File: config.mk
export PLATFORM = sky130hd
export DESIGN_NAME = relay_safety_interlock_unit
export DESIGN_NICKNAME = d
export VERILOG_FILES = /design/src/hw/rtl/rsi_pkg.sv /design/src/hw/rtl/rsi_chan_store.sv /design/src/hw/rtl/relay_safety_interlock_unit.sv
export SDC_FILE = /design/constraint.sdc
export NUM_CORES = 2
export LEC_CHECK = 0
export ABC_AREA = 1
export BUFFER_PORTS_ARGS = -buffer_cell sky130_fd_sc_hd__buf_4
export CAP_MARGIN = 0
export CORE_MARGIN = 4
export CORE_UTILIZATION = 40
export CTS_BUF_LIST = sky130_fd_sc_hd__clkbuf_2
export DETAILED_ROUTE_END_ITERATION = 16
export PLACE_DENSITY = 0.63
export SKIP_LAST_GASP = 1
export SYNTH_ARGS = -nofsm -noshare
export SYNTH_HDL_FRONTEND = slang
export SYNTH_SLANG_ARGS = --single-unit
File: constraint.sdc
create_clock -name clk_i -period 8.4 [get_ports clk_i]
set_input_delay 0.42 -clock clk_i [delete_from_list [all_inputs] [get_ports clk_i]]
set_output_delay 0.42 -clock clk_i [all_outputs]
set_load 0.005 [all_outputs]
File: src/hw/rtl/rsi_pkg.sv
package rsi_pkg;

  // Number of relay channels kept in the channel store (1 to 16).
  localparam int unsigned CHANNELS = 12;
  localparam int unsigned CH_W     = (CHANNELS > 1) ? $clog2(CHANNELS) : 1;

  localparam int unsigned MS_W        = 26;     // 65535 s in ms fits 26 bits
  localparam logic [9:0]  MS_PER_S    = 10'd1000;
  localparam logic [31:0] THROTTLE_MS = 32'd5000;

  // Item kinds.
  localparam logic [2:0] KIND_EVAL  = 3'd0;
  localparam logic [2:0] KIND_REC   = 3'd1;
  localparam logic [2:0] KIND_TICK  = 3'd2;
  localparam logic [2:0] KIND_ACK   = 3'd3;
  localparam logic [2:0] KIND_CLEAR = 3'd4;

  // Lockout states.
  localparam logic [2:0] LK_NORMAL  = 3'd0;
  localparam logic [2:0] LK_TRIPPED = 3'd1;
  localparam logic [2:0] LK_ACKED   = 3'd2;
  localparam logic [2:0] LK_CLEARED = 3'd3;
  localparam logic [2:0] LK_ARMED   = 3'd4;

  // Decisions.
  localparam logic [2:0] DEC_ALLOW   = 3'd0;
  localparam logic [2:0] DEC_FORCED  = 3'd1;
  localparam logic [2:0] DEC_MIN_OFF = 3'd2;
  localparam logic [2:0] DEC_MIN_ON  = 3'd3;
  localparam logic [2:0] DEC_CHATTER = 3'd4;

  // Alarm codes.
  localparam logic [2:0] ALM_NONE    = 3'd0;
  localparam logic [2:0] ALM_FORCED  = 3'd1;
  localparam logic [2:0] ALM_MIN_OFF = 3'd2;
  localparam logic [2:0] ALM_MIN_ON  = 3'd3;
  localparam logic [2:0] ALM_CHATTER = 3'd4;
  localparam logic [2:0] ALM_TRIP    = 3'd5;

  // Configuration register indexes.
  localparam logic [1:0] REG_MIN_OFF = 2'd0;
  localparam logic [1:0] REG_MIN_ON  = 2'd1;
  localparam logic [1:0] REG_MIN_SW  = 2'd2;
  localparam logic [1:0] REG_MAX_ON  = 2'd3;

  typedef struct packed {
    logic [31:0] last_change;
    logic [31:0] on_since;
    logic        relay_on;
    logic        forced_off;
    logic        fault;
    logic [2:0]  lockout;
  } chan_t;

  typedef struct packed {
    logic [2:0] decision;
    logic       accepted;
    logic       trip_found;
    logic [3:0] trip_channel;
    logic [2:0] alarm_code;
    logic [2:0] lockout_state;
    logic       lockout_active;
  } res_t;

endpackage

File: src/hw/rtl/rsi_chan_store.sv
module rsi_chan_store import rsi_pkg::*; (
  input  logic            clk_i,
  input  logic            rst_ni,
  input  logic            we_i,
  input  logic [CH_W-1:0] waddr_i,
  input  chan_t           wdata_i,
  input  logic [CH_W-1:0] raddr_i,
  output chan_t           rdata_o
);

  chan_t               mem [CHANNELS];
  logic [CHANNELS-1:0] vld_q;
  chan_t               rdata_q;

  // An entry never written reads as the reset entry, which is all zero.
  always_ff @(posedge clk_i or negedge rst_ni) begin
    if (!rst_ni) begin
      vld_q <= '0;
    end else if (we_i) begin
      vld_q[waddr_i] <= 1'b1;
    end
  end

  always_ff @(posedge clk_i) begin
    if (we_i) begin
      mem[waddr_i] <= wdata_i;
    end
    rdata_q <= vld_q[raddr_i] ? mem[raddr_i] : '0;
  end

  assign rdata_o = rdata_q;

endmodule

File: src/hw/rtl/relay_safety_interlock_unit.sv
// Evaluate, record, acknowledge and clear go through EXEC and OUT to the output register.
// A tick scans the channel store one channel per cycle, twice when nothing trips;
// the one read port of the channel memory sets this pace.
// One word is in work at a time; a finished word waits in the output register.
// Reset (rst_ni low, asynchronous) clears all channel entries, limits and alarm timers.
module relay_safety_interlock_unit import rsi_pkg::*; (
  input  logic        clk_i,
  input  logic        rst_ni,
  input  logic        in_valid_i,
  output logic        in_stall_o,
  input  logic [2:0]  kind_i,
  input  logic [3:0]  channel_i,
  input  logic        desired_on_i,
  input  logic        current_on_i,
  input  logic [31:0] now_ms_i,
  output logic        out_valid_o,
  input  logic        out_stall_i,
  output logic [2:0]  decision_o,
  output logic        accepted_o,
  output logic        trip_found_o,
  output logic [3:0]  trip_channel_o,
  output logic [2:0]  alarm_code_o,
  output logic [2:0]  lockout_state_o,
  output logic        lockout_active_o,
  input  logic        cfg_valid_i,
  output logic        cfg_ready_o,
  input  logic [1:0]  cfg_index_i,
  input  logic [15:0] cfg_data_i
);

  // One-hot sequencer. EXEC handles every kind but tick. SCAN is the trip search,
  // FIX the fault and lockout pass, RPT/RPT2 re-read the addressed channel's lockout.
  typedef enum logic [6:0] {
    S_IDLE = 7'b0000001,
    S_EXEC = 7'b0000010,
    S_SCAN = 7'b0000100,
    S_FIX  = 7'b0001000,
    S_RPT  = 7'b0010000,
    S_RPT2 = 7'b0100000,
    S_OUT  = 7'b1000000
  } state_e;

  localparam logic [CH_W-1:0] LAST_CH = CH_W'(CHANNELS - 1);

  state_e state_q, state_d;

  // Limits are kept in milliseconds so that every rule is one subtract and compare.
  logic [MS_W-1:0] min_off_ms_q, min_on_ms_q, min_sw_ms_q, max_on_ms_q;
  logic [MS_W-1:0] cfg_ms;
  logic [31:0]     thr_q [3];
  logic [31:0]     thr_d [3];

  logic [2:0]      kind_q;
  logic [3:0]      ch_q;
  logic            want_q, cur_q, chv_q;
  logic [31:0]     now_q;
  logic [CH_W-1:0] idx_q, idx_d;
  res_t            res_q, res_d;
  res_t            out_q;
  logic            out_valid_q;

  logic            in_acc, out_free;
  logic            in_chv;
  logic            we;
  logic [CH_W-1:0] waddr, raddr;
  chan_t           wdata, rd;
  logic [CH_W-1:0] idx_next;

  logic [31:0] since_last, since_on;
  logic        trip_hit;
  logic [2:0]  lk_new;

  rsi_chan_store u_store (
    .clk_i   (clk_i),
    .rst_ni  (rst_ni),
    .we_i    (we),
    .waddr_i (waddr),
    .wdata_i (wdata),
    .raddr_i (raddr),
    .rdata_o (rd)
  );

  assign in_stall_o  = (state_q != S_IDLE);
  assign in_acc      = in_valid_i && !in_stall_o;
  assign out_free    = !out_valid_q || !out_stall_i;
  assign in_chv      = ({1'b0, channel_i} < 5'(CHANNELS));
  assign cfg_ready_o = 1'b1;
  assign cfg_ms      = {{(MS_W-16){1'b0}}, cfg_data_i} * {{(MS_W-10){1'b0}}, MS_PER_S};

  assign idx_next   = (idx_q == LAST_CH) ? '0 : idx_q + CH_W'(1);
  assign since_last = now_q - rd.last_change;
  assign since_on   = now_q - rd.on_since;
  assign trip_hit   = (max_on_ms_q != '0) && rd.relay_on && !rd.forced_off &&
                      (rd.on_since != '0) && (since_on >= {{(32-MS_W){1'b0}}, max_on_ms_q});

  always_ff @(posedge clk_i or negedge rst_ni) begin
    if (!rst_ni) begin
      min_off_ms_q <= '0;
      min_on_ms_q  <= '0;
      min_sw_ms_q  <= '0;
      max_on_ms_q  <= '0;
    end else if (cfg_valid_i) begin
      unique case (cfg_index_i)
        REG_MIN_OFF: min_off_ms_q <= cfg_ms;
        REG_MIN_ON:  min_on_ms_q  <= cfg_ms;
        REG_MIN_SW:  min_sw_ms_q  <= cfg_ms;
        REG_MAX_ON:  max_on_ms_q  <= cfg_ms;
        default:     ;
      endcase
    end
  end

  // Read address: the channel store is always read; the word arrives in the next cycle.
  always_comb begin
    raddr = '0;
    if (state_q == S_IDLE) begin
      raddr = (kind_i != KIND_TICK && in_chv) ? channel_i[CH_W-1:0] : '0;
    end else if (state_q == S_SCAN || state_q == S_FIX) begin
      raddr = idx_next;
    end else if (state_q == S_RPT) begin
      raddr = chv_q ? ch_q[CH_W-1:0] : '0;
    end
  end

  always_comb begin
    state_d = state_q;
    idx_d   = idx_q;
    res_d   = res_q;
    thr_d   = thr_q;
    we      = 1'b0;
    waddr   = idx_q;
    wdata   = rd;
    lk_new  = rd.lockout;

    unique case (state_q)
      S_IDLE: begin
        if (in_acc) begin
          idx_d   = '0;
          state_d = (kind_i == KIND_TICK) ? S_SCAN : S_EXEC;
        end
      end

      S_EXEC: begin
        res_d = '0;
        waddr = ch_q[CH_W-1:0];
        if (chv_q) begin
          case (kind_q)
            KIND_EVAL: begin
              if (want_q != cur_q) begin
                if (rd.forced_off && want_q) begin
                  res_d.decision   = DEC_FORCED;
                  res_d.alarm_code = ALM_FORCED;
                end else if (want_q && min_off_ms_q != '0 && rd.last_change != '0 &&
                             since_last < {{(32-MS_W){1'b0}}, min_off_ms_q}) begin
                  res_d.decision = DEC_MIN_OFF;
                  if (now_q - thr_q[0] > THROTTLE_MS) begin
                    thr_d[0]         = now_q;
                    res_d.alarm_code = ALM_MIN_OFF;
                  end
                end else if (!want_q && min_on_ms_q != '0 && rd.on_since != '0 &&
                             since_on < {{(32-MS_W){1'b0}}, min_on_ms_q}) begin
                  res_d.decision = DEC_MIN_ON;
                  if (now_q - thr_q[1] > THROTTLE_MS) begin
                    thr_d[1]         = now_q;
                    res_d.alarm_code = ALM_MIN_ON;
                  end
                end else if (min_sw_ms_q != '0 && rd.last_change != '0 &&
                             since_last < {{(32-MS_W){1'b0}}, min_sw_ms_q}) begin
                  res_d.decision = DEC_CHATTER;
                  if (now_q - thr_q[2] > THROTTLE_MS) begin
                    thr_d[2]         = now_q;
                    res_d.alarm_code = ALM_CHATTER;
                  end
                end
              end
            end
            KIND_REC: begin
              we                = 1'b1;
              wdata.last_change = now_q;
              wdata.on_since    = want_q ? now_q : '0;
              wdata.relay_on    = want_q;
            end
            KIND_ACK: begin
              if (rd.lockout == LK_TRIPPED) begin
                we             = 1'b1;
                wdata.lockout  = LK_ACKED;
                lk_new         = LK_ACKED;
                res_d.accepted = 1'b1;
              end
            end
            KIND_CLEAR: begin
              if (rd.lockout == LK_ACKED && !(rd.fault && rd.relay_on)) begin
                we               = 1'b1;
                wdata.lockout    = LK_CLEARED;
                wdata.fault      = 1'b0;
                wdata.forced_off = 1'b0;
                lk_new           = LK_CLEARED;
                res_d.accepted   = 1'b1;
              end
            end
            default: ;
          endcase
          res_d.lockout_state  = lk_new;
          res_d.lockout_active = (lk_new != LK_NORMAL) && (lk_new != LK_ARMED);
        end
        state_d = S_OUT;
      end

      S_SCAN: begin
        if (trip_hit) begin
          we               = 1'b1;
          wdata.forced_off = 1'b1;
          wdata.fault      = 1'b1;
          wdata.lockout    = LK_TRIPPED;
          res_d              = '0;
          res_d.trip_found   = 1'b1;
          res_d.trip_channel = 4'(idx_q);
          res_d.alarm_code   = ALM_TRIP;
          state_d            = S_RPT;
        end else if (idx_q == LAST_CH) begin
          idx_d   = '0;
          state_d = S_FIX;
        end else begin
          idx_d = idx_next;
        end
      end

      S_FIX: begin
        // No channel tripped: resolve faults of relays that are off, step lockouts.
        we = 1'b1;
        if (rd.fault && !rd.relay_on) begin
          wdata.fault = 1'b0;
        end
        if (rd.lockout == LK_CLEARED) begin
          wdata.lockout = LK_ARMED;
        end else if (rd.lockout == LK_ARMED) begin
          wdata.lockout = LK_NORMAL;
        end
        idx_d = idx_next;
        if (idx_q == LAST_CH) begin
          res_d   = '0;
          state_d = S_RPT;
        end
      end

      S_RPT: begin
        state_d = S_RPT2;
      end

      S_RPT2: begin
        lk_new               = chv_q ? rd.lockout : LK_NORMAL;
        res_d.lockout_state  = lk_new;
        res_d.lockout_active = (lk_new != LK_NORMAL) && (lk_new != LK_ARMED);
        state_d              = S_OUT;
      end

      S_OUT: begin
        if (out_free) begin
          state_d = S_IDLE;
        end
      end

      default: state_d = S_IDLE;
    endcase
  end

  always_ff @(posedge clk_i or negedge rst_ni) begin
    if (!rst_ni) begin
      state_q     <= S_IDLE;
      idx_q       <= '0;
      out_valid_q <= 1'b0;
      thr_q[0]    <= '0;
      thr_q[1]    <= '0;
      thr_q[2]    <= '0;
    end else begin
      state_q <= state_d;
      idx_q   <= idx_d;
      thr_q   <= thr_d;
      if (state_q == S_OUT && out_free) begin
        out_valid_q <= 1'b1;
      end else if (!out_stall_i) begin
        out_valid_q <= 1'b0;
      end
    end
  end

  // Payload registers.
  always_ff @(posedge clk_i) begin
    if (in_acc) begin
      kind_q <= kind_i;
      ch_q   <= channel_i;
      want_q <= desired_on_i;
      cur_q  <= current_on_i;
      now_q  <= now_ms_i;
      chv_q  <= in_chv;
    end
    res_q <= res_d;
    if (state_q == S_OUT && out_free) begin
      out_q <= res_q;
    end
  end

  assign out_valid_o      = out_valid_q;
  assign decision_o       = out_q.decision;
  assign accepted_o       = out_q.accepted;
  assign trip_found_o     = out_q.trip_found;
  assign trip_channel_o   = out_q.trip_channel;
  assign alarm_code_o     = out_q.alarm_code;
  assign lockout_state_o  = out_q.lockout_state;
  assign lockout_active_o = out_q.lockout_active;

endmodule

==> impl_metrics.csv <==
group,metric,value,unit
detailed_routing,drcViolationCount,0,
finish,final_cell_mix,"nand2_1 (1579), edfxtp_1 (914), inv_1 (832)",
sta,clock.fmax,157.8,MHz
worst_setup_path,required,9.45,ns
clocking,numCtsBuffers,318,
power,leakage,30.20,nW
sta,clock_skew,0.2192,ns
global_route,antenna_found_initial,9,
clocking,post_cts_buffers,0,
detailed_routing,wl,195900,um
die,row_count,145,
power,power_density,301.4,mW/mm^2
power,irDropWorstVdd,250.2,uV
detailed_routing,ant_nets,0,
sta,finalSetupViolations,0,
detailed_routing,drt_iter0_drc,4539,
die,start_util,40.31,%
global_route,gr-total-overflow,0,
logic_synthesis,synth.distinct_cells,62,
clocking,clk_latency,1.64,ns
worst_setup_path,crit_arrival,7.39,ns
worst_setup_path,critPathKind,"reg -> reg",
worst_setup_path,cp-start-kind,"register",
die,die_y,405.0,um
finish,synthToLayoutAreaGrowth,11.63,%
finish,final_common_cell,"nand2_1",
die,die_x,405.0,um
clocking,tritoncts,"yes",
global_route,grt_max_degree,151,
finish,nets,7565,
finish,design_area,0.07038,mm^2
sta,tightestPinTransition,1.524,ns
logic_synthesis,post_synth.cell_area_avg,9.388,um^2
run,cap_violations,1,
logic_synthesis,synthCells,6716,
logic_synthesis,synth_fp_nets,7135,
finish,final_cells,9428,
logic_synthesis,synth-main-ff-cell,"edfxtp_1",
place,io_buffers,81,
logic_synthesis,async_flop_share,17.73,%
worst_setup_path,worstPathMaxFanout,40,
sta,rsz0062_at_grt,"false",
detailed_routing,avgRoutedWirePerCell,20.78,um
sta,hold_viol,0,
clocking,cts_hold_buf,165,
finish,drive_gt1_share,11.45,%
outcome,violations,"max-capacitance violations, max-slew violations",
global_route,grtUsageTotal,23.60,%
sta,fin_ws,2.063,ns
sta,finalSetupTns,0,ns
worst_hold_path,min_path_type,"in -> reg",
die,die_area,0.1640,mm^2
clocking,clkSinkCount,1196,
die,ios,83,
die,core,0.1564,mm^2
logic_synthesis,ys_seq_elements,1196,
logic_synthesis,ys_warn_count,0,
place,gp_congestion,0.9370,
clocking,root_buffer,"clkbuf_2",
sta,period_share,75.44,%
logic_synthesis,syn_area,0.06305,mm^2
place,dp.cells,8718,
global_route,grt_pass1_vias,49500,
finish,num-fill-cells,15220,
clocking,post_cts_resized,0,
logic_synthesis,seq_area_frac_synth,54.17,%
global_route,grt_pass1_wl,297700,um
sta,whs,0.2260,ns
detailed_routing,vias_per_cell,5.371,
worst_setup_path,end_kind,"register",
clocking,h-tree-depth,5,
detailed_routing,drt_pass1_iterations,6,
place,dpl-instance-area,0.06604,mm^2
detailed_routing,vias,50640,
sta,slew_headroom,-1.624,%
logic_synthesis,synth_edf_count,914,
place,dp_slack,2.145,ns
clocking,cts.clk_slew.worst_paths,0.13,ns
sta,slew_violations,13,
place,hpwl,130600,um
sta,fin_crit,6.337,ns
clocking,cts_buffer_depth,4,
outcome,status,"finished with violations",
[critical path, cell delays in order, from the launching register on]
cell and delay, ns:
edfxtp_1 0.67, inv_1 0.34, fa_1 0.52, inv_1 0.09, nand3_1 0.06, nand3_1 0.15
nand2_1 0.07, nand2_1 0.15, nand2_1 0.07, nand2_1 0.13, a31oi_1 0.11, xor2_1 0.20
ha_1 0.30, nand2_1 0.07, o21ai_0 0.23, a21oi_1 0.09, nand2_1 0.11, nand2_1 0.07
nand3_1 0.11, o21bai_1 0.22, nand2_1 0.16, nand2_1 0.12, nand2_1 0.46, nand2_1 0.21
inv_4 0.44, buf_4 0.66
[synthesized netlist by cell type, types with 36 or more instances]
library cell  instances  share of area, %
nand3_1             381               3.0
or2_2               118               1.2
a21oi_1             373               3.0
nor2_1              399               2.4
edfxtp_1            914                44
xor2_1               53              0.74
o21ai_0             499               4.0
ha_1                297               5.9
o21a_1               43              0.51
buf_2                99              0.79
o22ai_1              41              0.41
dfrtp_1             211               8.4
clkbuf_1            108              0.64
nor3_1               51              0.40
nand4_1             111               1.1
dfxtp_1              70               2.2
o21bai_1             65              0.77
xnor2_1              36              0.50
nand2_1            1580               9.4
inv_1               844               5.0
fa_1                 58               1.8
o211ai_1            170               2.0
[final timing paths]
kind / startpoint / to / slack, ns / cells after the start
setup / recovery: now_q[1] / u_store.mem[8][44] / 2.06 / 25
hold / removal: channel_i[1] / ch_q[1] / 0.23 / 3
setup reg to reg: now_q[1] / u_store.mem[8][44] / 2.06 / 25
hold reg to reg: res_q[9] / trip_channel_o[2] / 0.43 / 0
max in group asynchronous: rst_ni / min_on_ms_q[23] / 6.95 / 5
min in group asynchronous: rst_ni / min_sw_ms_q[16] / 0.59 / 5
[registers in the layout (all words and copies together) (netlist names), 4 cells and up]
| register | count |
|---|---|
| u_store.mem | 840 |
| thr_q | 96 |
| u_store.rdata_o | 70 |
| now_q | 32 |
| max_on_ms_q | 23 |
| min_off_ms_q | 23 |
| min_on_ms_q | 23 |
| min_sw_ms_q | 23 |
| res_q | 16 |
| u_store.vld_q | 12 |
| state_q | 7 |
| ch_q | 4 |
| idx_q | 4 |
| trip_channel_o | 4 |
[through the flow]
stage               util, %  power (W)
global route          45.00    0.02274
CTS                   44.98    0.02122
global placement      42.23    0.01713
finish                45.00    0.02121
detailed placement    42.23    0.01723
floorplan                 -    0.01376
[per-layer routing]
layer / vias to the layer above / routed length (um) / GRT usage, %
met1: 24530 / 85950 / 32.72
met5: - / 0 / 0
met4: 0 / 5322 / 7.503
met3: 339 / 14110 / 3.981
li1: 23930 / - / -
met2: 1836 / 90570 / 37.86
[layout make-up]
| type | instances | area [um^2] | area share (%) |
|---|---|---|---|
| multi-input combinational | 4427 | 24640 | 35.01 |
| clock inverter | 61 | 261.5 | 0.3716 |
| tap | 2058 | 2575 | 3.659 |
| inverter | 854 | 3251 | 4.619 |
| clock buffer | 475 | 2377 | 3.378 |
| sequential | 1196 | 34150 | 48.53 |
| antenna | 8 | 20.02 | 0.02844 |
| timing repair buffer | 349 | 3099 | 4.404 |
[where the power goes]
group	switching (W)	leakage, nW	internal (W)	total, W
Clock	0.00236	2.11	0.00151	0.00387
Combinational	0.00689	16.3	0.00301	0.00990
Sequential	0.000290	11.8	0.00715	0.00744
[logic make-up (layout without fill, tap and decap cells)]
family / count (synthesis) / in the layout / share of synthesized area [%]
adders and majority gates: 355 / 355 / 7.736
AOI/OAI and AO/OA: 1276 / 1276 / 11.70
other: 1 / 9 / 0.005948
buffers and inverters: 1093 / 1739 / 6.865
DFF: 1196 / 1196 / 54.17
and+or+nand+nor: 2706 / 2706 / 18.29
xor gates and xnor gates: 89 / 89 / 1.236
Power figures use the tool's default switching activity.
